`src/rtl/encoder_sector_quadratic_pwm_macros.svh`:
```
// ----------------------------------------------------------------------------
// encoder_sector_quadratic_pwm_macros
// Assertion macros shared by the commutation block. They use the clock i_clk
// and the active-low reset i_rst_n of the module that expands them.
// ----------------------------------------------------------------------------
`ifndef ENCODER_SECTOR_QUADRATIC_PWM_MACROS_SVH
`define ENCODER_SECTOR_QUADRATIC_PWM_MACROS_SVH

// same-cycle implication
`define ESQ_ASSERT_IMP(label, ante, cons, msg) \
    label: assert property (@(posedge i_clk) disable iff (!i_rst_n) (ante) |-> (cons)) \
        else $error(msg);

// next-cycle implication
`define ESQ_ASSERT_NXT(label, ante, cons, msg) \
    label: assert property (@(posedge i_clk) disable iff (!i_rst_n) (ante) |=> (cons)) \
        else $error(msg);

`endif

```
`src/rtl/esq_pkg.sv`:
```
// ----------------------------------------------------------------------------
// esq_pkg
// Types, constants and helper functions of the sector commutation pipeline.
// ----------------------------------------------------------------------------
package esq_pkg;

    localparam int CHANNELS    = 3;
    localparam int SECTORS     = 2 * CHANNELS;
    localparam int TABLE_DEPTH = SECTORS * CHANNELS;

    localparam int SEC_W   = 3;
    localparam int LANE_W  = 2;
    localparam int IDX_W   = 5;
    localparam int RES_W   = 13;
    localparam int DATA_W  = 16;
    localparam int MID_W   = 10;
    localparam int ANG_W   = 32;
    localparam int PROD_W  = 27;
    localparam int WGT_W   = 16;
    localparam int MUL_W   = 32;
    localparam int BLEND_W = 20;
    localparam int SCALE_W = DATA_W + BLEND_W;

    localparam int SECTOR_FULL = 8192;
    localparam int SECTOR_HALF = 4096;
    localparam int ANGLE_MUL   = 21;
    localparam int CORR_SHIFT  = 16;
    localparam int MID_SHIFT   = 8;
    localparam int WGT_SHIFT   = 12;
    localparam int BLEND_SHIFT = 13;
    localparam int DUTY_SHIFT  = 10;

    localparam logic MODE_SAMPLE = 1'b0;
    localparam logic MODE_TABLE  = 1'b1;

    typedef enum logic {
        CFG_ANGLE_OFFSET = 1'b0,
        CFG_MID_WEIGHT   = 1'b1
    } t_cfg_idx;

    typedef logic [CHANNELS-1:0][DATA_W-1:0] t_row;

    typedef struct packed {
        logic s1;
        logic s2;
        logic s3;
        logic s4;
        logic s5;
        logic s6;
        logic s7;
    } t_adv;

    // residue of an 18-bit value modulo 3 (base-4 digit sum)
    function automatic logic [1:0] mod3_18(input logic [17:0] q);
        logic [4:0] s1;
        logic [2:0] s2;
        logic [2:0] m;
        s1 = '0;
        for (int i = 0; i < 9; i++) begin
            s1 = s1 + 5'(q[2*i +: 2]);
        end
        s2 = 3'(s1[1:0]) + 3'(s1[3:2]) + 3'(s1[4]);
        if (s2 >= 3'd6) begin
            m = s2 - 3'd6;
        end else if (s2 >= 3'd3) begin
            m = s2 - 3'd3;
        end else begin
            m = s2;
        end
        return m[1:0];
    endfunction

    function automatic logic [SEC_W-1:0] tab_row(input logic [IDX_W-1:0] idx);
        logic [SEC_W-1:0] row;
        row = '0;
        for (int k = 1; k < SECTORS; k++) begin
            if (idx >= IDX_W'(k * CHANNELS)) begin
                row = SEC_W'(k);
            end
        end
        return row;
    endfunction

    function automatic logic [LANE_W-1:0] tab_lane(input logic [IDX_W-1:0] idx);
        logic [IDX_W-1:0] base;
        logic [IDX_W-1:0] diff;
        base = IDX_W'(tab_row(idx) * CHANNELS);
        diff = idx - base;
        return diff[LANE_W-1:0];
    endfunction

endpackage

```
`src/rtl/esq_table.sv`:
```
// ----------------------------------------------------------------------------
// esq_table
// Sinusoid table, one row per sector. Written and read at stage 3, so writes
// and reads keep the order of the items; the rows are held again at stage 4.
// ----------------------------------------------------------------------------
module esq_table import esq_pkg::*; (
    input  logic              i_clk,
    input  t_adv              i_adv,
    input  logic              i_wr_en,
    input  logic [IDX_W-1:0]  i_table_index,
    input  logic [DATA_W-1:0] i_table_value,
    input  logic [SEC_W-1:0]  i_sector,
    input  logic [SEC_W-1:0]  i_next,
    output t_row              o_row0,
    output t_row              o_row1
);

    t_row              r_mem [SECTORS];
    logic              n_wr;
    logic [SEC_W-1:0]  n_row;
    logic [LANE_W-1:0] n_lane;

    t_row              r3_row0;
    t_row              r3_row1;
    t_row              r4_row0;
    t_row              r4_row1;

    always_comb begin
        n_wr   = i_wr_en && (i_table_index < IDX_W'(TABLE_DEPTH));
        n_row  = tab_row(i_table_index);
        n_lane = tab_lane(i_table_index);
    end

    always_ff @(posedge i_clk) begin
        if (i_adv.s3) begin
            if (n_wr) begin
                r_mem[n_row][n_lane] <= i_table_value;
            end
            r3_row0 <= r_mem[i_sector];
            r3_row1 <= r_mem[i_next];
        end
        if (i_adv.s4) begin
            r4_row0 <= r3_row0;
            r4_row1 <= r3_row1;
        end
    end

    assign o_row0 = r4_row0;
    assign o_row1 = r4_row1;

endmodule

```
`config.mk`:
```
export PLATFORM = sky130hd
export DESIGN_NAME = esq_table
export DESIGN_NICKNAME = d
export VERILOG_FILES = /design/src/rtl/encoder_sector_quadratic_pwm_macros.svh /design/src/rtl/esq_pkg.sv /design/src/rtl/esq_table.sv
export SDC_FILE = /design/constraint.sdc
export NUM_CORES = 1
export LEC_CHECK = 0
export BUFFER_PORTS_ARGS = -buffer_cell sky130_fd_sc_hd__clkbuf_2
export CAP_MARGIN = 30
export CORE_MARGIN = 5
export CORE_UTILIZATION = 45
export DETAILED_ROUTE_END_ITERATION = 10
export GPL_ROUTABILITY_DRIVEN = 0
export MAX_ROUTING_LAYER = met4
export PLACE_DENSITY = 0.64
export SETUP_SLACK_MARGIN = 0.1
export SLEW_MARGIN = 20
export SYNTH_ARGS = -nofsm -noshare
export SYNTH_HDL_FRONTEND = slang
export SYNTH_SLANG_ARGS = --single-unit
```
`constraint.sdc`:
```
create_clock -name i_clk -period 7.85 [get_ports i_clk]
set_input_delay 0.3925 -clock i_clk [delete_from_list [all_inputs] [get_ports i_clk]]
set_output_delay 0.3925 -clock i_clk [all_outputs]
set_load 0.05 [all_outputs]
```
==> flow_summary_export.csv <==
group,metric,value,unit
worst_setup_path,slowest_stage,"and3_1",
clocking,post_cts_buffers,0,
timing,skew,16.1,ps
final_layout,ff_latch_area,14400,µm²
power_and_ir_drop,vdd_drop_max,0.000173,V
timing,tightest_slew,956,ps
synth,synth_edf_count,480,
clocking,clock_path_buffers,3,
global_routing,grt_pass1_wl,61.0,mm
synth,synth_area_leaders,"edfxtp_1 76%, mux4_2 11%, mux2i_1 5.1%",
synth,ys_seq_elements,480,
worst_setup_path,required,8030,ps
timing,fin_crit,3230,ps
synth,async_flop_share,0,
final_layout,area_delta_synth_final,15.9,%
final_layout,drive_above_1_share,0.291,
floorplan,die_w,216,µm
worst_setup_path,cp-end-kind,"register",
worst_setup_path,ff2ff_path_depth,3,
clocking,cts_resized,0,
global_routing,grt_max_degree,73,
floorplan,start_util,0.455,
final_layout,fin_nets,1166,
place,portBuffers,126,
synth,syn_area_per_cell,19.4,µm²
clocking,cts_tree,"yes",
power_and_ir_drop,leakage,0.00763,µW
worst_setup_path,startpoint,"i_table_index[2]",
place,pre_cts_ws,3960,ps
run,drv_cap,0,
final_layout,fin_util,0.527,
final_layout,n_fill_cell,3351,
global_routing,grt_antenna_before_repair,1,
synth,synthCells,983,
synth,yosysMostFrequentCell,"edfxtp_1",
worst_setup_path,setup.worst_path.start_class,"input pin",
worst_setup_path,max_stage_delay,890,ps
timing,max-slew-margin-rel,0.362,
floorplan,dieArea,46600,µm²
synth,yosysUniqueCellTypes,36,
route,drt_wl_total,39.7,mm
clocking,cts_buffers,49,
clocking,clk_pin_slew,60,ps
floorplan,row_count,75,
worst_setup_path,cp_max_fo,16,
power_and_ir_drop,power_density,256,nW/µm²
route,drt-pass1-iter-count,5,
synth,synth_top_area_share,0.756,
power_and_ir_drop,fin_total_pwr,5670,µW
route,vias,9437,
worst_setup_path,critical_path_class,"input pin to register",
floorplan,ios,132,
clocking,h-tree-depth,2,
worst_setup_path,cp_cell_sequence,"clkbuf_2 -> nor2b_2 -> nor2_1 -> o21ai_1 -> o311ai_1 -> ha_1 -> inv_1 -> ha_1 -> nor2_1 -> xnor2_1 -> xor2_2 -> and3_1",
timing,hold_viol_final,0,
route,drt_iter0_markers,607,
worst_setup_path,crit_arrival,3410,ps
status,status,"complete, no violations",
final_layout,antenna_cells,0,
timing,fmax,0.309,GHz
timing,tns,0,ps
final_layout,multi_input_comb_area,4460,µm²
final_layout,finalNonFillerCells,1704,
clocking,root_buffer,"clkbuf_16",
synth,syn-num-nets,1022,
clocking,ctsHoldBuffers,0,
route,wl_per_cell,23.3,µm
floorplan,placeableCoreArea,41900,µm²
worst_setup_path,crit_end,"r_mem[3][30]",
synth,netlist_area,19100,µm²
synth,yosys_warnings,0,
timing,finalSetupViolCount,0,
synth,synth_top_area_cell,"edfxtp_1",
synth,ys.flop_type,"edfxtp_1",
synth,synth_seq_area_share,0.756,
timing,post-route-period-util,0.412,
floorplan,die_h,216,µm
place,hpwl,24.0,mm
route,postRouteAntennaNets,0,
worst_setup_path,r2r-end,"r3_row1[47]",
min_path,hold_path_class,"input pin to register",
clocking,clk_latency,570,ps
timing,slew_viol_final,0,
route,drc,0,
route,via_per_inst,5.54,
global_routing,grt_usage,0.177,
synth,synth_common_cells,"480 x edfxtp_1, 112 x nor2_1, 97 x a21oi_1, 97 x mux2i_1, 96 x mux4_2",
worst_setup_path,regToRegSetupSlack,6430,ps
worst_setup_path,timing.rr.start,"r_mem[2][47]",
timing,worst_slack,4620,ps
place,dpl.cell_count,1611,
timing,rsz0062_at_grt,"false",
global_routing,grt_overflow,0,
global_routing,grt_pass1_vias,10000,
clocking,clock_sinks,480,
-- worst max-delay path: cells and delay by family --
family	cells	cell delay (ps)
buffers and inverters	2	270
adders and majority gates	2	440
and+or+nand+nor	4	1250
xor gates and xnor gates	2	840
AOI/OAI and AO/OA	2	210
-- cell type report --
type / count / area share
sequential: 480 / 0.652
multi-input combinational: 443 / 0.202
clock buffer: 60 / 0.0583
timing repair buffer: 150 / 0.0437
tap: 539 / 0.0305
clock inverter: 29 / 0.0134
inverter: 3 / 0.000509
-- cell families after synthesis --
| family | after synthesis | share of synthesized area |
|---|---|---|
| multiplexers | 193 | 0.164 |
| XOR/XNOR | 4 | 0.00262 |
| flip-flops | 480 | 0.756 |
| buffers and inverters | 60 | 0.0145 |
| adder cells (fa/ha/maj) | 3 | 0.00197 |
| AO/OA/AOI/OAI | 103 | 0.0289 |
| AND/OR/NAND/NOR | 140 | 0.0321 |
-- flip-flops by register name, summed over array words and instances (netlist names) --
name	flops
o_row0	48
o_row1	48
r3_row0	48
r3_row1	48
r_mem	288
-- how the worst min path moves through the flow --
| stage | to | depth (start not counted) | startpoint | slack [ps] |
|---|---|---|---|---|
| final | r3_row1[17] | 2 | i_next[2] | 310 |
| after global routing | r3_row1[17] | 2 | i_next[2] | 320 |
| after CTS | r3_row1[17] | 2 | i_next[2] | 270 |
| after detailed placement | o_row0[33] | 0 | r3_row0[33] | 400 |
| after global placement | o_row0[33] | 0 | r3_row0[33] | 400 |
| after floorplan | o_row0[0] | 0 | r3_row0[0] | 400 |
-- where the power goes --
part	internal [µW]	switching, µW
Clock	1360	933
Sequential	2920	25.2
Combinational	123	302
Total	4410	1260
-- layer usage --
metal | global-route usage | up-vias | part of all wire
met5 | - | - | 0
met4 | 0.0530 | 0 | 0.024
met3 | 0.0332 | 66 | 0.056
met2 | 0.292 | 234 | 0.50
met1 | 0.226 | 4888 | 0.42
li1 | - | 4249 | -
-- placed cells by master, fill, tap and decap left out, drive strengths merged, types with 2 or more instances in the layout --
cell / netlist / layout
nor2: 112 / 112
clkbuf: 30 / 178
buf: 27 / 32
edfxtp: 480 / 480
mux4: 96 / 96
mux2i: 97 / 97
bufinv: 0 / 6
xnor2: 3 / 3
nor3: 4 / 4
inv: 3 / 3
and3: 3 / 3
ha: 3 / 3
nand2: 8 / 8
clkinv: 0 / 22
nor2b: 2 / 2
nand3: 2 / 2
nor3b: 2 / 2
a21oi: 97 / 97
-- per-stage QoR --
step	cell area (µm²)	hold WS, ps
floorplan	19100	400
CTS	22000	269
finish	22100	311
global route	22100	321
detailed placement	20500	405
global placement	20300	403
(Power assumes the default switching activity.)
