File: config.mk
export PLATFORM = sky130hd
export DESIGN_NAME = esq_weight
export DESIGN_NICKNAME = d
export VERILOG_FILES = /design/src/rtl/encoder_sector_quadratic_pwm_macros.svh /design/src/rtl/esq_pkg.sv /design/src/rtl/esq_weight.sv
export SDC_FILE = /design/constraint.sdc
export NUM_CORES = 1
export LEC_CHECK = 0
export ABC_AREA = 1
export BUFFER_PORTS_ARGS = -buffer_cell sky130_fd_sc_hd__buf_2
export CORE_MARGIN = 2
export CORE_UTILIZATION = 59
export DETAILED_ROUTE_END_ITERATION = 10
export PLACE_DENSITY = 0.85
export REMOVE_ABC_BUFFERS = 1
export SLEW_MARGIN = 15
export SYNTH_ARGS = -nofsm -noshare
export SYNTH_HDL_FRONTEND = slang
export SYNTH_SLANG_ARGS = --single-unit
File: constraint.sdc
create_clock -name i_clk -period 6.34 [get_ports i_clk]
set_clock_uncertainty 0.1 [all_clocks]
set_input_delay 0.634 -clock i_clk [delete_from_list [all_inputs] [get_ports i_clk]]
set_output_delay 0.634 -clock i_clk [all_outputs]
set_load 0.02 [all_outputs]
File: src/rtl/encoder_sector_quadratic_pwm_macros.svh
// ----------------------------------------------------------------------------
// encoder_sector_quadratic_pwm_macros
// Assertion macros shared by the commutation block. They use the clock i_clk
// and the active-low reset i_rst_n of the module that expands them.
// ----------------------------------------------------------------------------
`ifndef ENCODER_SECTOR_QUADRATIC_PWM_MACROS_SVH
`define ENCODER_SECTOR_QUADRATIC_PWM_MACROS_SVH

// same-cycle implication
`define ESQ_ASSERT_IMP(label, ante, cons, msg) \
    label: assert property (@(posedge i_clk) disable iff (!i_rst_n) (ante) |-> (cons)) \
        else $error(msg);

// next-cycle implication
`define ESQ_ASSERT_NXT(label, ante, cons, msg) \
    label: assert property (@(posedge i_clk) disable iff (!i_rst_n) (ante) |=> (cons)) \
        else $error(msg);

`endif

File: src/rtl/esq_pkg.sv
// ----------------------------------------------------------------------------
// esq_pkg
// Types, constants and helper functions of the sector commutation pipeline.
// ----------------------------------------------------------------------------
package esq_pkg;

    localparam int CHANNELS    = 3;
    localparam int SECTORS     = 2 * CHANNELS;
    localparam int TABLE_DEPTH = SECTORS * CHANNELS;

    localparam int SEC_W   = 3;
    localparam int LANE_W  = 2;
    localparam int IDX_W   = 5;
    localparam int RES_W   = 13;
    localparam int DATA_W  = 16;
    localparam int MID_W   = 10;
    localparam int ANG_W   = 32;
    localparam int PROD_W  = 27;
    localparam int WGT_W   = 16;
    localparam int MUL_W   = 32;
    localparam int BLEND_W = 20;
    localparam int SCALE_W = DATA_W + BLEND_W;

    localparam int SECTOR_FULL = 8192;
    localparam int SECTOR_HALF = 4096;
    localparam int ANGLE_MUL   = 21;
    localparam int CORR_SHIFT  = 16;
    localparam int MID_SHIFT   = 8;
    localparam int WGT_SHIFT   = 12;
    localparam int BLEND_SHIFT = 13;
    localparam int DUTY_SHIFT  = 10;

    localparam logic MODE_SAMPLE = 1'b0;
    localparam logic MODE_TABLE  = 1'b1;

    typedef enum logic {
        CFG_ANGLE_OFFSET = 1'b0,
        CFG_MID_WEIGHT   = 1'b1
    } t_cfg_idx;

    typedef logic [CHANNELS-1:0][DATA_W-1:0] t_row;

    typedef struct packed {
        logic s1;
        logic s2;
        logic s3;
        logic s4;
        logic s5;
        logic s6;
        logic s7;
    } t_adv;

    // residue of an 18-bit value modulo 3 (base-4 digit sum)
    function automatic logic [1:0] mod3_18(input logic [17:0] q);
        logic [4:0] s1;
        logic [2:0] s2;
        logic [2:0] m;
        s1 = '0;
        for (int i = 0; i < 9; i++) begin
            s1 = s1 + 5'(q[2*i +: 2]);
        end
        s2 = 3'(s1[1:0]) + 3'(s1[3:2]) + 3'(s1[4]);
        if (s2 >= 3'd6) begin
            m = s2 - 3'd6;
        end else if (s2 >= 3'd3) begin
            m = s2 - 3'd3;
        end else begin
            m = s2;
        end
        return m[1:0];
    endfunction

    function automatic logic [SEC_W-1:0] tab_row(input logic [IDX_W-1:0] idx);
        logic [SEC_W-1:0] row;
        row = '0;
        for (int k = 1; k < SECTORS; k++) begin
            if (idx >= IDX_W'(k * CHANNELS)) begin
                row = SEC_W'(k);
            end
        end
        return row;
    endfunction

    function automatic logic [LANE_W-1:0] tab_lane(input logic [IDX_W-1:0] idx);
        logic [IDX_W-1:0] base;
        logic [IDX_W-1:0] diff;
        base = IDX_W'(tab_row(idx) * CHANNELS);
        diff = idx - base;
        return diff[LANE_W-1:0];
    endfunction

endpackage

File: src/rtl/esq_weight.sv
// ----------------------------------------------------------------------------
// esq_weight
// Stages 3 and 4: quadratic products of the residue, then the two weights
// with the mid-sector correction.
// ----------------------------------------------------------------------------
module esq_weight import esq_pkg::*; (
    input  logic                     i_clk,
    input  t_adv                     i_adv,
    input  logic [MID_W-1:0]         i_mid_weight,
    input  logic [RES_W-1:0]         i_res,
    input  logic [SEC_W-1:0]         i_sector,
    input  logic signed [DATA_W-1:0] i_cur,
    output logic signed [WGT_W-1:0]  o_w0,
    output logic signed [WGT_W-1:0]  o_w1,
    output logic signed [DATA_W-1:0] o_cur,
    output logic [SEC_W-1:0]         o_sector
);

    logic signed [14:0]         n_r;
    logic signed [14:0]         n_rm8;
    logic signed [14:0]         n_rm4;
    logic signed [29:0]         n_pc;
    logic signed [29:0]         n_p0;
    logic signed [29:0]         n_p1;

    logic signed [PROD_W-1:0]   n_pcs;
    logic signed [MID_W:0]      n_c1;
    logic signed [MID_W:0]      n_mid;
    logic signed [2*MID_W+1:0]  n_cm;
    logic signed [2*MID_W+1:0]  n_corr;
    logic signed [PROD_W-1:0]   n_w0;
    logic signed [PROD_W-1:0]   n_w1;

    logic signed [PROD_W-1:0]   r3_pc;
    logic signed [PROD_W-1:0]   r3_p0;
    logic signed [PROD_W-1:0]   r3_p1;
    logic signed [DATA_W-1:0]   r3_cur;
    logic [SEC_W-1:0]           r3_sec;

    logic signed [WGT_W-1:0]    r4_w0;
    logic signed [WGT_W-1:0]    r4_w1;
    logic signed [DATA_W-1:0]   r4_cur;
    logic [SEC_W-1:0]           r4_sec;

    always_comb begin
        n_r    = $signed({2'b00, i_res});
        n_rm8  = n_r - 15'sd8192;
        n_rm4  = n_r - 15'sd4096;
        n_pc   = n_r * n_rm8;
        n_p0   = n_rm8 * n_rm4;
        n_p1   = n_r * n_rm4;

        n_pcs  = r3_pc >>> CORR_SHIFT;
        n_c1   = n_pcs[MID_W:0];
        n_mid  = $signed({1'b0, i_mid_weight});
        n_cm   = n_c1 * n_mid;
        n_corr = n_cm >>> MID_SHIFT;
        n_w0   = (r3_p0 >>> WGT_SHIFT) - n_corr;
        n_w1   = (r3_p1 >>> WGT_SHIFT) - n_corr;
    end

    always_ff @(posedge i_clk) begin
        if (i_adv.s3) begin
            r3_pc  <= n_pc[PROD_W-1:0];
            r3_p0  <= n_p0[PROD_W-1:0];
            r3_p1  <= n_p1[PROD_W-1:0];
            r3_cur <= i_cur;
            r3_sec <= i_sector;
        end
        if (i_adv.s4) begin
            r4_w0  <= n_w0[WGT_W-1:0];
            r4_w1  <= n_w1[WGT_W-1:0];
            r4_cur <= r3_cur;
            r4_sec <= r3_sec;
        end
    end

    assign o_w0     = r4_w0;
    assign o_w1     = r4_w1;
    assign o_cur    = r4_cur;
    assign o_sector = r4_sec;

endmodule

==> results of run 1 <==
==> kinds of logic (layout without fill, tap and decap cells) <==
kind of cell / after synthesis / in the layout / synth area share, %
other cells: 1 / 2 / 0.0170
compound gates: 179 / 179 / 4.61
simple gates: 671 / 671 / 13.1
buf+inv: 770 / 1053 / 13.2
fa+ha+maj: 642 / 642 / 50.4
xor+xnor: 98 / 98 / 3.89
flops: 109 / 109 / 14.8
==> metrics by stage <==
| step | instance area (µm²) | utilization [%] |
|---|---|---|
| finish | 25300 | 69.0 |
| global route | 25300 | 69.0 |
| CTS | 24800 | 67.5 |
| detailed placement | 24400 | 66.5 |
| global placement | 24400 | 66.5 |
| floorplan | 21900 | - |
==> final cells by class <==
type	instances	area [µm²]	share of cell area, %
clock inverters	6	57.6	0.227
inverters	729	2740	10.8
well taps	468	586	2.31
multi-input cells	1592	16400	64.5
flip-flops and latches	109	3270	12.9
repair buffers	309	2100	8.30
clock buffers	9	225	0.889
==> cells in the mapped netlist (3+ instances only) <==
cell	n
inv_1	721
nand2_1	464
fa_1	414
ha_1	228
edfxtp_1	109
a21oi_1	88
nand3_1	66
nor2_1	64
xor2_1	55
xnor2_1	43
o21ai_0	35
clkbuf_1	33
nand2_2	18
a31oi_1	14
nand4_1	12
o21bai_1	9
a21o_1	8
nand3_2	8
inv_2	7
nor2_2	7
nor4_1	7
nand3b_1	6
nand2_4	5
o21ai_1	5
buf_4	4
nor3_1	4
a211oi_1	3
buf_2	3
o21a_1	3
o31ai_1	3
==> critical path, delay by kind of cell (launching register included) <==
family,cells,cell delay [ns]
adders and majority gates,7,2.81
AOI/OAI and AO/OA,7,0.88
and+or+nand+nor,10,0.77
buffers and inverters,8,0.74
DFF,1,0.49
xor gates and xnor gates,1,0.24
==> worst max path at each step <==
stage,start,endpoint,slack (ns)
after floorplan,i_mid_weight[2],o_w0[15],0.21
after global placement,i_mid_weight[2],o_w0[11],-0.17
after detailed placement,i_mid_weight[2],o_w0[15],-0.35
after CTS,r3_pc[19],o_w1[12],0.03
after global routing,r3_pc[18],o_w1[15],-0.17
final,r3_pc[21],o_w1[12],0.07
==> per-layer routing <==
layer	share of wire [%]	GRT usage, %	wire, µm
met5	0	0	0
met4	4.2	10.5	2330
met3	6.8	4.99	3810
met2	51	51.9	28500
met1	38	35.9	21400
==> sequential cells by signal, summed over array words and instances (netlist names) <==
| signal | count |
|---|---|
| r3_pc | 11 |
| o_w1 | 15 |
| r3_p0 | 15 |
| r3_cur | 16 |
| o_sector | 3 |
| r3_p1 | 14 |
| o_w0 | 16 |
| o_cur | 16 |
| r3_sec | 3 |
==> repair_timing <==
| action | CTS | global route |
|---|---|---|
| resized for setup | 14 | 89 |
| setup buffers | 3 | 23 |
| setup endpoints to repair | 10 | 25 |
| pin swaps | 5 | 44 |
==> impl_metrics.py, run 1 <==
metrics = {
    "clocking": {
        "cts_tree": "yes",
        "root_buffer": "clkbuf_16",
        "cts.clk_slew.worst_paths_ns": 0.08,
        "h-tree-depth": 3,
        "hold_buffers": 0,
        "clock_latency_ns": 0.37,
        "cts.path.max_buffers": 2,
        "cts_buffers": 9,
        "cts_num_sinks": 109,
    },
    "setup_path": {
        "worstPathArrival_ns": 6.30,
        "cpMostUsedCell": "nand2_1",
        "critPathKind": "reg -> reg",
        "critPathMaxFanout": 4,
        "max_stage_delay_ns": 0.55,
        "r2r_cells": 33,
        "setup.worst_path.end_class": "flip-flop",
        "r2r-end": "o_w1[12]",
        "crit_required_ns": 6.37,
        "reg2reg_from": "r3_pc[21]",
        "rrSetupSlack_ns": 0.07,
        "worst_path_max_delay_cell": "fa_1",
        "startpoint_type": "flip-flop",
    },
    "placed_design": {
        "portBuffers": 95,
        "hpwl_mm": 47.0,
        "gp_congestion": 0.972,
        "preCtsSetupSlack_ns": -0.349,
        "placedCellCount": 3182,
    },
    "logic_synthesis": {
        "ys_warn_count": 0,
        "yosysTopAreaCellShare_pct": 37.5,
        "synth-seq-area-share_pct": 14.8,
        "synth_async_sr_flop_share_pct": 0,
        "synth-edff-count": 109,
        "synth_top_area_cell": "fa_1",
        "synth_top_flop_cell": "edfxtp_1",
        "netlist_instances": 2470,
        "synth_area_leaders": "fa_1 38%, edfxtp_1 15%, ha_1 13%",
        "syn_area_um2": 22100,
        "synth_seq_cells": 109,
        "synth.distinct_cells": 48,
        "avgSynthCellArea_um2": 8.94,
    },
    "floorplan": {
        "start_util_pct": 60.2,
        "coreArea_um2": 36700,
        "dieArea_um2": 39000,
        "row_count": 70,
        "die_width_um": 197,
        "io_pins": 101,
        "dieHeight_um": 197,
    },
    "sta": {
        "fin_ws_ns": 0.0703,
        "whs_ns": 0.323,
        "period_minus_slack_ns": 6.27,
        "worst_slew_pin_slew_ns": 1.09,
        "setup_violations": 0,
        "fin_crit_sh_pct": 98.9,
        "fmax_mhz": 159,
        "max_slew_margin_pct": 27.5,
        "fin_tns_setup_ns": 0,
        "slew_violations": 0,
        "finalHoldViolCount": 0,
    },
    "finish": {
        "drive_gt1_share_pct": 16.8,
        "num_antenna_cells": 0,
        "syn2layout_area_growth_pct": 14.7,
        "mostFrequentLayoutCell": "inv_1",
        "finalNonFillerCells": 3222,
        "most-common-layout-cells": "713 x inv_1, 446 x nand2_1, 409 x fa_1",
        "fillers": 2577,
        "nets": 3442,
    },
    "worst_hold_path": {
        "min_path_type": "reg -> reg",
        "min_to": "o_cur[4]",
        "hold_start": "r3_cur[4]",
        "holdPathStages": 0,
    },
    "route": {
        "drtPass1Iterations": 8,
        "avgViaCountPerCell": 5.41,
        "wl_per_cell_um": 17.4,
        "dr_total_vias": 17446,
        "wl_mm": 56.1,
        "dr.first_iter.drc_count": 1202,
        "drc": 0,
        "antenna_left": 0,
    },
    "global_routing": {
        "grt_pass1_wl_mm": 89.8,
        "grt_remaining_overflow": 0,
        "grt_max_degree": 60,
        "grt_usage_pct": 29.2,
        "grt_pass1_vias": 18895,
        "antenna_found_initial": 0,
    },
    "flow_run": {
        "maxCapViolations": 0,
    },
    "status": {
        "status": "finished, final reports clean",
    },
}
Power of run 1 is not shown: default switching activity piles up to over one toggle a cycle in this logic, so the estimate is an artifact.
==> run 2, diff against run 1 <==
- REMOVE_ABC_BUFFERS: 1 -> default
==> run 2 against run 1 <==
  * Global-route usage is 0.79 points lower
  * Maximum frequency grew 1.3%
  * Flip-flop and latch count unchanged
  * Hold slack got worse by 0.0037 ns
  * Final area down 0.34%
  * Critical path type unchanged
  * Largest cell class unchanged
  * Highest routed layer unchanged
==> impl_metrics.py, run 2 (synthesized netlist as in run 1, its figures left out) <==
metrics = {
    "flow_run": {
        "maxCapViolations": 0,
    },
    "route": {
        "wl_met2_mm": 27.7,
        "dr_total_vias": 17150,
        "wl_per_cell_um": 16.7,
        "dr.first_iter.drc_count": 1216,
        "avgViaCountPerCell": 5.33,
        "met3WireLength_mm": 2.96,
        "drc": 0,
        "route.top_layer_used": "met4",
        "antenna_left": 0,
        "drt-met1-wl_mm": 21.3,
        "wl_mm": 53.7,
        "drtPass1Iterations": 6,
    },
    "floorplan": {
        "coreArea_um2": 36700,
        "row_count": 70,
        "dieArea_um2": 39000,
        "io_pins": 101,
        "start_util_pct": 60.2,
        "dieHeight_um": 197,
        "die_width_um": 197,
    },
    "status": {
        "status": "finished, final reports clean",
    },
    "placed_design": {
        "gp_congestion": 0.963,
        "portBuffers": 95,
        "hpwl_mm": 46.4,
    },
    "worst_hold_path": {
        "min_path_type": "reg -> reg",
    },
    "setup_path": {
        "crit_required_ns": 6.36,
        "critPathKind": "reg -> reg",
        "startpoint_type": "flip-flop",
        "worstPathArrival_ns": 6.21,
        "worst_path_max_delay_cell": "edfxtp_1",
        "critPathMaxFanout": 4,
        "max_stage_delay_ns": 0.53,
        "setup.worst_path.end_class": "flip-flop",
    },
    "sta": {
        "slew_violations": 0,
        "max_slew_margin_pct": 26.6,
        "fin_crit_sh_pct": 97.6,
        "worst_slew_pin_slew_ns": 1.10,
        "fmax_mhz": 162,
        "period_minus_slack_ns": 6.19,
        "finalHoldViolCount": 0,
        "setup_violations": 0,
        "fin_tns_setup_ns": 0,
        "rsz0062_at_grt": "yes",
    },
    "clocking": {
        "root_buffer": "clkbuf_16",
        "clock_latency_ns": 0.36,
        "cts.clk_slew.worst_paths_ns": 0.08,
        "h-tree-depth": 3,
        "cts_tree": "yes",
        "cts.path.max_buffers": 2,
        "cts_num_sinks": 109,
        "cts_buffers": 9,
    },
    "global_routing": {
        "grt_pass1_vias": 18700,
        "grt_max_degree": 60,
        "grt_usage_pct": 28.4,
        "antenna_found_initial": 2,
        "grt_pass1_wl_mm": 88.0,
        "grt_remaining_overflow": 0,
    },
    "finish": {
        "mostFrequentLayoutCell": "inv_1",
        "nets": 3432,
        "syn2layout_area_growth_pct": 14.3,
        "most-common-layout-cells": "715 x inv_1, 449 x nand2_1, 409 x fa_1",
        "drive_gt1_share_pct": 16.0,
    },
}
==> run 2: changes by cell type in the layout (fill, tap and decap cells not counted), moves of 3 or more <==
| cell | change |
|---|---|
| a21oi_2 | +3 |
| buf_4 | -18 |
| nand2_1 | +3 |
| ha_1 | +5 |
| ha_4 | -4 |
| buf_6 | +6 |
| a21oi_1 | -3 |
| buf_12 | +3 |
==> run 2: area by class of cell <==
cell class,count,area (µm²)
multi-input combinational,1592,16200
fill,2606,11400
sequential,109,3270
inverter,729,2740
timing repair buffer,299,2090
tap,468,586
clock buffer,9,225
clock inverter,7,91.3
antenna,2,5.00
==> run 2: what timing repair did <==
action / 4_1_cts / 5_1_grt
pin swaps: 0 / 34
hold buffers: 0 / 0
setup buffers: 8 / 22
setup endpoints to repair: 11 / 19
hold endpoints to repair: 0 / 0
resized for setup: 3 / 88
==> run 2: metrics by stage <==
stage | hold slack (ns) | cell area, µm² | utilization, % | setup WS (ns) | std cells
finish | 0.319 | 25300 | 68.8 | 0.151 | 3215
CTS | 0.323 | 24700 | 67.3 | 0.00333 | 3191
global route | 0.328 | 25300 | 68.8 | -0.138 | 3215
global placement | 0.301 | 24300 | 66.2 | -0.199 | 3167
detailed placement | 0.305 | 24300 | 66.2 | -0.402 | 3167
floorplan | 0.300 | 22100 | - | 0.00744 | 2471
==> run 2: worst max-delay path: cells and delay by family, from the launching register on <==
family / cells / cell delay [ns]
buffers and inverters: 8 / 0.60
AND/OR/NAND/NOR: 9 / 0.60
XOR/XNOR: 1 / 0.26
AO/OA/AOI/OAI: 6 / 0.88
flip-flops: 1 / 0.53
adder cells (fa/ha/maj): 7 / 3.01
==> run 2: path summary, 6_finish.rpt <==
check,cells past startpoint,startpoint,end,slack [ns]
setup / recovery,31,r3_pc[21],o_w1[12],0.15
hold / removal,0,r3_cur[6],o_cur[6],0.32
setup reg to reg,31,r3_pc[21],o_w1[12],0.15
hold reg to reg,0,r3_cur[6],o_cur[6],0.32
==> run 2: layer usage <==
layer / vias to the layer above / global-route usage (%)
li1: 7898 / -
met5: - / 0
met2: 637 / 52.1
met3: 130 / 2.97
met4: 0 / 8.86
met1: 8485 / 35.4
Power of run 2 is left out for the same reason.
