[config.mk]
export PLATFORM = sky130hd
export DESIGN_NAME = esq_angle
export DESIGN_NICKNAME = d
export VERILOG_FILES = /design/src/rtl/encoder_sector_quadratic_pwm_macros.svh /design/src/rtl/esq_pkg.sv /design/src/rtl/esq_angle.sv
export SDC_FILE = /design/constraint.sdc
export NUM_CORES = 1
export LEC_CHECK = 0
export BUFFER_PORTS_ARGS = -buffer_cell sky130_fd_sc_hd__buf_2
export CORE_MARGIN = 2
export CORE_UTILIZATION = 40
export DETAILED_ROUTE_END_ITERATION = 8
export GPL_ROUTABILITY_DRIVEN = 0
export MAX_ROUTING_LAYER = met4
export PLACE_DENSITY = 0.7
export SLEW_MARGIN = 40
export SYNTH_ARGS = -nofsm -noshare
export SYNTH_HDL_FRONTEND = slang
export SYNTH_SLANG_ARGS = --single-unit
[constraint.sdc]
create_clock -name i_clk -period 10.9 [get_ports i_clk]
set_input_delay 2.18 -clock i_clk [delete_from_list [all_inputs] [get_ports i_clk]]
set_output_delay 2.18 -clock i_clk [all_outputs]
set_load 0.01 [all_outputs]
[src/rtl/encoder_sector_quadratic_pwm_macros.svh]
// ----------------------------------------------------------------------------
// encoder_sector_quadratic_pwm_macros
// Assertion macros shared by the commutation block. They use the clock i_clk
// and the active-low reset i_rst_n of the module that expands them.
// ----------------------------------------------------------------------------
`ifndef ENCODER_SECTOR_QUADRATIC_PWM_MACROS_SVH
`define ENCODER_SECTOR_QUADRATIC_PWM_MACROS_SVH

// same-cycle implication
`define ESQ_ASSERT_IMP(label, ante, cons, msg) \
    label: assert property (@(posedge i_clk) disable iff (!i_rst_n) (ante) |-> (cons)) \
        else $error(msg);

// next-cycle implication
`define ESQ_ASSERT_NXT(label, ante, cons, msg) \
    label: assert property (@(posedge i_clk) disable iff (!i_rst_n) (ante) |=> (cons)) \
        else $error(msg);

`endif

[src/rtl/esq_pkg.sv]
// ----------------------------------------------------------------------------
// esq_pkg
// Types, constants and helper functions of the sector commutation pipeline.
// ----------------------------------------------------------------------------
package esq_pkg;

    localparam int CHANNELS    = 3;
    localparam int SECTORS     = 2 * CHANNELS;
    localparam int TABLE_DEPTH = SECTORS * CHANNELS;

    localparam int SEC_W   = 3;
    localparam int LANE_W  = 2;
    localparam int IDX_W   = 5;
    localparam int RES_W   = 13;
    localparam int DATA_W  = 16;
    localparam int MID_W   = 10;
    localparam int ANG_W   = 32;
    localparam int PROD_W  = 27;
    localparam int WGT_W   = 16;
    localparam int MUL_W   = 32;
    localparam int BLEND_W = 20;
    localparam int SCALE_W = DATA_W + BLEND_W;

    localparam int SECTOR_FULL = 8192;
    localparam int SECTOR_HALF = 4096;
    localparam int ANGLE_MUL   = 21;
    localparam int CORR_SHIFT  = 16;
    localparam int MID_SHIFT   = 8;
    localparam int WGT_SHIFT   = 12;
    localparam int BLEND_SHIFT = 13;
    localparam int DUTY_SHIFT  = 10;

    localparam logic MODE_SAMPLE = 1'b0;
    localparam logic MODE_TABLE  = 1'b1;

    typedef enum logic {
        CFG_ANGLE_OFFSET = 1'b0,
        CFG_MID_WEIGHT   = 1'b1
    } t_cfg_idx;

    typedef logic [CHANNELS-1:0][DATA_W-1:0] t_row;

    typedef struct packed {
        logic s1;
        logic s2;
        logic s3;
        logic s4;
        logic s5;
        logic s6;
        logic s7;
    } t_adv;

    // residue of an 18-bit value modulo 3 (base-4 digit sum)
    function automatic logic [1:0] mod3_18(input logic [17:0] q);
        logic [4:0] s1;
        logic [2:0] s2;
        logic [2:0] m;
        s1 = '0;
        for (int i = 0; i < 9; i++) begin
            s1 = s1 + 5'(q[2*i +: 2]);
        end
        s2 = 3'(s1[1:0]) + 3'(s1[3:2]) + 3'(s1[4]);
        if (s2 >= 3'd6) begin
            m = s2 - 3'd6;
        end else if (s2 >= 3'd3) begin
            m = s2 - 3'd3;
        end else begin
            m = s2;
        end
        return m[1:0];
    endfunction

    function automatic logic [SEC_W-1:0] tab_row(input logic [IDX_W-1:0] idx);
        logic [SEC_W-1:0] row;
        row = '0;
        for (int k = 1; k < SECTORS; k++) begin
            if (idx >= IDX_W'(k * CHANNELS)) begin
                row = SEC_W'(k);
            end
        end
        return row;
    endfunction

    function automatic logic [LANE_W-1:0] tab_lane(input logic [IDX_W-1:0] idx);
        logic [IDX_W-1:0] base;
        logic [IDX_W-1:0] diff;
        base = IDX_W'(tab_row(idx) * CHANNELS);
        diff = idx - base;
        return diff[LANE_W-1:0];
    endfunction

endpackage

[src/rtl/esq_angle.sv]
// ----------------------------------------------------------------------------
// esq_angle
// Stages 1 and 2: offset-corrected angle scaling, then sector and residue.
// ----------------------------------------------------------------------------
module esq_angle import esq_pkg::*; (
    input  logic                     i_clk,
    input  t_adv                     i_adv,
    input  logic [DATA_W-1:0]        i_angle_offset,
    input  logic                     i_mode,
    input  logic [DATA_W-1:0]        i_encoder_count,
    input  logic signed [DATA_W-1:0] i_current_cmd,
    input  logic [IDX_W-1:0]         i_table_index,
    input  logic [DATA_W-1:0]        i_table_value,
    output logic [SEC_W-1:0]         o_sector,
    output logic [SEC_W-1:0]         o_next,
    output logic [RES_W-1:0]         o_res,
    output logic signed [DATA_W-1:0] o_cur,
    output logic                     o_mode,
    output logic [IDX_W-1:0]         o_table_index,
    output logic [DATA_W-1:0]        o_table_value
);

    logic [ANG_W-1:0]         n_diff;
    logic [ANG_W-1:0]         n_ang;
    logic [1:0]               n_m3;
    logic [SEC_W-1:0]         n_sec;
    logic [SEC_W-1:0]         n_next;

    logic [ANG_W-1:0]         r1_ang;
    logic signed [DATA_W-1:0] r1_cur;
    logic                     r1_mode;
    logic [IDX_W-1:0]         r1_idx;
    logic [DATA_W-1:0]        r1_val;

    logic [SEC_W-1:0]         r2_sec;
    logic [SEC_W-1:0]         r2_next;
    logic [RES_W-1:0]         r2_res;
    logic signed [DATA_W-1:0] r2_cur;
    logic                     r2_mode;
    logic [IDX_W-1:0]         r2_idx;
    logic [DATA_W-1:0]        r2_val;

    always_comb begin
        n_diff = ANG_W'(i_encoder_count) - ANG_W'(i_angle_offset);
        n_ang  = (n_diff << 4) + (n_diff << 2) + n_diff;
        n_m3   = mod3_18(r1_ang[ANG_W-1:14]);
        n_sec  = {n_m3, r1_ang[RES_W]};
        if (n_sec == SEC_W'(SECTORS - 1)) begin
            n_next = '0;
        end else begin
            n_next = n_sec + SEC_W'(1);
        end
    end

    always_ff @(posedge i_clk) begin
        if (i_adv.s1) begin
            r1_ang  <= n_ang;
            r1_cur  <= i_current_cmd;
            r1_mode <= i_mode;
            r1_idx  <= i_table_index;
            r1_val  <= i_table_value;
        end
        if (i_adv.s2) begin
            r2_sec  <= n_sec;
            r2_next <= n_next;
            r2_res  <= r1_ang[RES_W-1:0];
            r2_cur  <= r1_cur;
            r2_mode <= r1_mode;
            r2_idx  <= r1_idx;
            r2_val  <= r1_val;
        end
    end

    assign o_sector      = r2_sec;
    assign o_next        = r2_next;
    assign o_res         = r2_res;
    assign o_cur         = r2_cur;
    assign o_mode        = r2_mode;
    assign o_table_index = r2_idx;
    assign o_table_value = r2_val;

endmodule

==> results of run 1 <==
metal layers:
| metal | GRT usage, % | share of wire [%] | up-vias |
|---|---|---|---|
| li1 | - | - | 1998 |
| met1 | 17.4 | 45 | 1861 |
| met2 | 23.7 | 47 | 130 |
| met3 | 3.80 | 6.7 | 6 |
| met4 | 4.99 | 0.55 | 0 |
| met5 | - | 0 | - |
critical path, cell delays in order:
cell and delay [ps]:
buf_2 90, inv_1 90, ha_1 230, nor2b_1 140
o31a_1 280, o21ai_0 220, a21oi_1 160, mux2i_1 150
or2_2 330, fa_1 490, ha_1 380, a2111oi_0 430
a21oi_1 210, a31oi_1 420, o21ai_0 190, xor2_1 170
cells in the final DEF, fill, tap and decap left out, drive strengths merged, types with 5 or more instances in the layout:
cell type	n
a21o	12
a21oi	26
buf	131
clkbuf	20
clkinv	7
edfxtp	118
fa	24
ha	50
inv	75
nand2	15
nand3	5
nor2	14
nor2b	7
o21a	6
o21ai	19
xnor2	21
xor2	14
final timing paths:
path / from / to
worst min-delay path: r1_idx[0] / o_table_index[0]
worst max register to register: r1_ang[30] / o_next[2]
worst min register to register: r1_idx[0] / o_table_index[0]
worst max-delay path: i_angle_offset[1] / r1_ang[20]
cell families after synthesis:
family | count (synthesis) | synth area share (%)
buf+inv | 75 | 4.52
flops | 118 | 56.6
fa+ha+maj | 74 | 17.7
xor+xnor | 35 | 5.02
mux | 3 | 0.480
compound gates | 95 | 9.92
simple gates | 70 | 5.78
synth_stat cells (all sizes together), types with 3 or more instances:
master / number / area [µm²]
a211oi: 4 / 30.0
a21o: 12 / 90.1
a21oi: 26 / 130
a31oi: 4 / 25.0
and3: 4 / 25.0
edfxtp: 118 / 3540
fa: 24 / 480
ha: 50 / 626
inv: 74 / 278
mux2i: 3 / 30.0
nand2: 15 / 56.3
nand2b: 4 / 25.0
nand3: 5 / 25.0
nand4: 3 / 18.8
nor2: 14 / 52.6
nor2b: 7 / 43.8
nor3: 4 / 20.0
o211ai: 4 / 30.0
o21a: 6 / 45.0
o21ai: 19 / 95.1
o21bai: 4 / 30.0
or2: 4 / 25.0
or3: 4 / 25.0
xnor2: 21 / 191
xor2: 14 / 123
registers in the layout, indices dropped and copies added (netlist names):
name and count:
r1_val 16, r1_idx 5, r1_mode 1, o_table_value 16, r1_ang 23, r1_cur 16
o_table_index 5, o_cur 16, o_next 3, o_mode 1, o_sector 3, o_res 13
per-stage QoR:
stage | instances | cell area (µm²) | setup slack (ps) | util (%) | hold slack (ps)
6_report | 843 | 7790 | 4890 | 51.1 | 406
5_1_grt | 843 | 7790 | 4500 | 51.1 | 420
4_1_cts | 843 | 7790 | 4880 | 51.1 | 413
3_5_place_dp | 811 | 7180 | 4450 | 47.0 | 405
3_3_place_gp | 811 | 7180 | 4510 | 47.0 | 401
2_1_floorplan | 470 | 6260 | 4970 | - | 400
area by class of cell:
cell class                      count  share of cell area (%)
Clock inverter                     12                    2.28
Multi-Input combinational cell    277                    31.2
Sequential cell                   118                    45.5
Inverter                           74                    3.56
Tap cell                          211                    3.39
Timing Repair Buffer              131                    8.48
Clock buffer                       20                    5.60
==> flow_metrics.tcl, run 1 <==
set metrics [dict create \
    ys_warn_count 0 \
    die_area_um2 16700 \
    cts.path.max_buffers 2 \
    cts.sinks 118 \
    cts_resized 0 \
    max_cap_violations 0 \
    cts_root_buf "clkbuf_16" \
    clk_latency_ps 400 \
    vias_per_cell 4.74 \
    crit_path_start_kind "input pin" \
    yosysUniqueCellTypes 42 \
    drt-wirelength-per-cell_um 13.3 \
    multiInputGateArea_um2 2430 \
    hold_path.class "reg2reg" \
    row_count 45 \
    fin_nets 771 \
    drt_iter0_drc 240 \
    skew_ps 8.28 \
    min_period_over_period_pct 55.1 \
    slew_violations 0 \
    grtUsageTotal_pct 14.4 \
    grt_overflow_total 0 \
    layout-drive-gt1-share_pct 26.1 \
    yosysSeqAreaShare_pct 56.6 \
    grt_pass1_wl_um 18300 \
    r2r_slack_ps 5020 \
    regArea_um2 3540 \
    die_w_um 129 \
    cts_htree_levels 4 \
    slew_headroom_pct 47.6 \
    cts_setup_buffers 0 \
    syn_area_um2 6260 \
    syn2layout_area_growth_pct 24.5 \
    clkTransAtPathRegs_ps 50 \
    nFillCells 1293 \
    status "completed" \
    io_buffers 129 \
    setup_violations 0 \
    rr_worst_depth 21 \
    netlist_instances 470 \
    vias 3995 \
    hold_buffers 0 \
    first_pass_iters 7 \
    crit_type "in2reg" \
    finalHoldViolCount 0 \
    ios 135 \
    rsz0062_at_grt "no" \
    core_area_um2 15300 \
    holdPathStages 0 \
    post-route-min-period_ps 6010 \
    dieHeight_um 129 \
    grt_max_degree 62 \
    routed_wl_um 11200 \
    max_freq_mhz 166 \
    syn_nets 622 \
    tns_ps 0 \
    detail_route.drc_violations 0 \
    critPathArrivalTime_ps 6160 \
    postRouteAntennaNets 0 \
    tightest_slew_ps 786 \
    synth-edff-count 118 \
    antenna_found_initial 0 \
    cts_tree "done" \
    synth_seq_cells 118 \
    cts_buffers 17 \
    avgSynthCellArea_um2 13.3 \
    hpwlAfterDp_um 8460 \
    worstPathRequired_ps 11050 \
    start_util_pct 41.0 \
    cp_max_fo 5 \
    synth_flop_cell "edfxtp_1" \
    async_flop_share_pct 0 \
    cp-end-kind "register" \
    diodes 0 \
    grt_pass1_vias 3925 \
]
Power of run 1 is not shown: default switching activity piles up to over one toggle a cycle in this logic, so the estimate is an artifact.
==> inputs of run 2 (changes only) <==
--- a/config.mk
+++ b/config.mk
@@ -5,13 +5,14 @@
 export SDC_FILE = /design/constraint.sdc
 export NUM_CORES = 1
 export LEC_CHECK = 0
+export ABC_AREA = 1
 export BUFFER_PORTS_ARGS = -buffer_cell sky130_fd_sc_hd__buf_2
 export CORE_MARGIN = 2
 export CORE_UTILIZATION = 40
 export DETAILED_ROUTE_END_ITERATION = 8
 export GPL_ROUTABILITY_DRIVEN = 0
 export MAX_ROUTING_LAYER = met4
-export PLACE_DENSITY = 0.7
+export PLACE_DENSITY = 0.71
 export SLEW_MARGIN = 40
 export SYNTH_ARGS = -nofsm -noshare
 export SYNTH_HDL_FRONTEND = slang
==> constraint.sdc (replaced) <==
create_clock -name i_clk -period 4.8 [get_ports i_clk]
set_input_delay 0.96 -clock i_clk [delete_from_list [all_inputs] [get_ports i_clk]]
set_output_delay 0.96 -clock i_clk [all_outputs]
set_load 0.01 [all_outputs]
==> run 2 against run 1 <==
Compared with the run above:
- the run now ends with setup timing left
- critical path type is now reg2reg
- synthesized area grew 7.9%
- final cell count grew 26%
- clock-buffer cell count shrank 1
- largest cell class unchanged
- highest routed layer unchanged
==> flow_metrics.tcl, run 2 <==
set metrics [dict create \
    status "finished, violations left" \
    failed_checks "setup timing" \
    core_area_um2 16500 \
    clk_latency_ps 390 \
    yosysUniqueCellTypes 29 \
    die_w_um 134 \
    synth_compound_area_share_pct 3.95 \
    regMostFlops "r1_ang" \
    avgSynthCellArea_um2 10.2 \
    row_count 47 \
    hpwlAfterDp_um 10100 \
    max_freq_mhz 191 \
    hold_path.class "reg2reg" \
    start_util_pct 40.8 \
    fin_nets 980 \
    synth_area_leaders "edfxtp_1 52%, nand2_1 9.5%, ha_1 9.3%" \
    grt_max_degree 58 \
    final_core_util_pct 51.0 \
    synth_simple_gate_area_share_pct 16.3 \
    tns_ps -1110 \
    grt_overflow_total 0 \
    r2r_slack_ps -430 \
    layout_common_cells "168 x nand2_1, 131 x inv_1, 128 x buf_2" \
    fin_ws_ps -428 \
    skew_ps 8.49 \
    netlist_top_cells_count "170 x nand2_1, 136 x inv_1, 118 x edfxtp_1" \
    slew_headroom_pct 54.3 \
    io_buffers 129 \
    crit_type "reg2reg" \
    grtUsageTotal_pct 15.5 \
    ys_warn_count 0 \
    hold_ws_ps 413 \
    post-route-min-period_ps 5230 \
    cts_htree_levels 4 \
    synth_seq_cells 118 \
    hold_buffers 0 \
    vias_per_cell 4.50 \
    layout_commonest_cell "nand2_1" \
    clkTransAtPathRegs_ps 50 \
    largest_reg_flops 23 \
    cts.path.max_buffers 2 \
    rsz0062_at_grt "yes" \
    detail_route.drc_violations 0 \
    routed_wl_um 12700 \
    synth_flop_cell "edfxtp_1" \
    cp-end-kind "register" \
    slew_violations 0 \
    crit_path_start_kind "register" \
    antenna_found_initial 1 \
    grt_pass1_vias 4722 \
    cts_buffers 17 \
    syn2layout_area_growth_pct 24.9 \
    synth_mux_area_share_pct 0 \
    synth_xor_area_share_pct 3.24 \
    layout-drive-gt1-share_pct 25.2 \
    synth_top_cell_by_area "edfxtp_1" \
    syn_nets 817 \
    tightest_slew_ps 686 \
    first_pass_iters 5 \
    synth-edff-count 118 \
    die_area_um2 17900 \
    yosys.cell_count.top_type "nand2_1" \
    cts_root_buf "clkbuf_16" \
    cp_max_fo 4 \
    yosysSeqAreaShare_pct 52.5 \
    yosys.area.top_type_share_pct 52.5 \
    drt-wirelength-per-cell_um 12.0 \
    netlist_instances 665 \
    ios 135 \
    vias 4782 \
    drt_iter0_drc 192 \
    dieHeight_um 134 \
    yosys.area_share.adder_pct 16.4 \
    max_cap_violations 0 \
    critPathArrivalTime_ps 5370 \
    syn_area_um2 6750 \
    async_flop_share_pct 0 \
    cts.sinks 118 \
    grt_pass1_wl_um 21500 \
    setup_violations 4 \
    finalHoldViolCount 0 \
    postRouteAntennaNets 0 \
    synth_top_family_by_area "adder cells" \
    worstPathRequired_ps 4950 \
    cts_tree "done" \
    min_period_over_period_pct 109 \
]
[run 2: cell families (layout without fill, tap and decap cells)]
kind of cell / after synthesis / count (layout)
and+or+nand+nor: 265 / 265
buffers and inverters: 137 / 313
DFF: 118 / 118
adders and majority gates: 74 / 74
AOI/OAI and AO/OA: 46 / 46
xor gates and xnor gates: 25 / 25
other: 0 / 1
[run 2: layer usage]
metal / global-route usage [%] / part of all wire (%) / vias to the layer above
met5: - / 0 / -
met1: 18.0 / 43 / 2166
met4: 4.02 / 0.45 / 0
met3: 3.89 / 7.7 / 6
li1: - / - / 2472
met2: 27.1 / 49 / 138
[run 2: layout make-up]
cell class	instances	area, µm²
Antenna cell	1	2.50
Clock buffer	19	433
Clock inverter	13	100
Fill cell	1481	8100
Inverter	136	510
Multi-Input combinational cell	410	2790
Sequential cell	118	3540
Tap cell	220	275
Timing Repair Buffer	145	772
[run 2: repair_timing]
| item | 4_1_cts | 5_1_grt |
|---|---|---|
| setup endpoints to repair | 4 | 4 |
| buffers inserted | 3 | 2 |
| gates resized for setup | 14 | 4 |
| pin swaps | 4 | 1 |
[run 2: path summary, 6_finish.rpt]
check	from	endpoint	depth (start not counted)
max	r1_ang[15]	o_next[1]	22
min	r1_val[15]	o_table_value[15]	0
max reg2reg	r1_ang[15]	o_next[1]	22
min reg2reg	r1_val[15]	o_table_value[15]	0
[run 2: stage by stage]
step,instances,worst slack (ps),instance area (µm²)
finish,1062,-428,8430
global route,1062,-660,8430
floorplan,665,-285,6790
CTS,1060,-422,8390
global placement,1027,-350,7810
detailed placement,1027,-502,7810
[run 2: worst max-delay path, cell delays in order (launching register included)]
cell and delay (ps):
edfxtp_1 330, inv_2 40, fa_1 540, inv_2 40, fa_1 530, inv_1 50
fa_1 460, fa_1 540, inv_2 70, ha_4 170, nor2_4 120, nor2_2 50
a211oi_2 170, fa_2 240, inv_2 40, fa_2 600, ha_2 220, o21ai_2 60
nand2_1 80, xor2_1 180, inv_1 100, ha_4 220, and2_1 140
Power of run 2 is left out for the same reason.
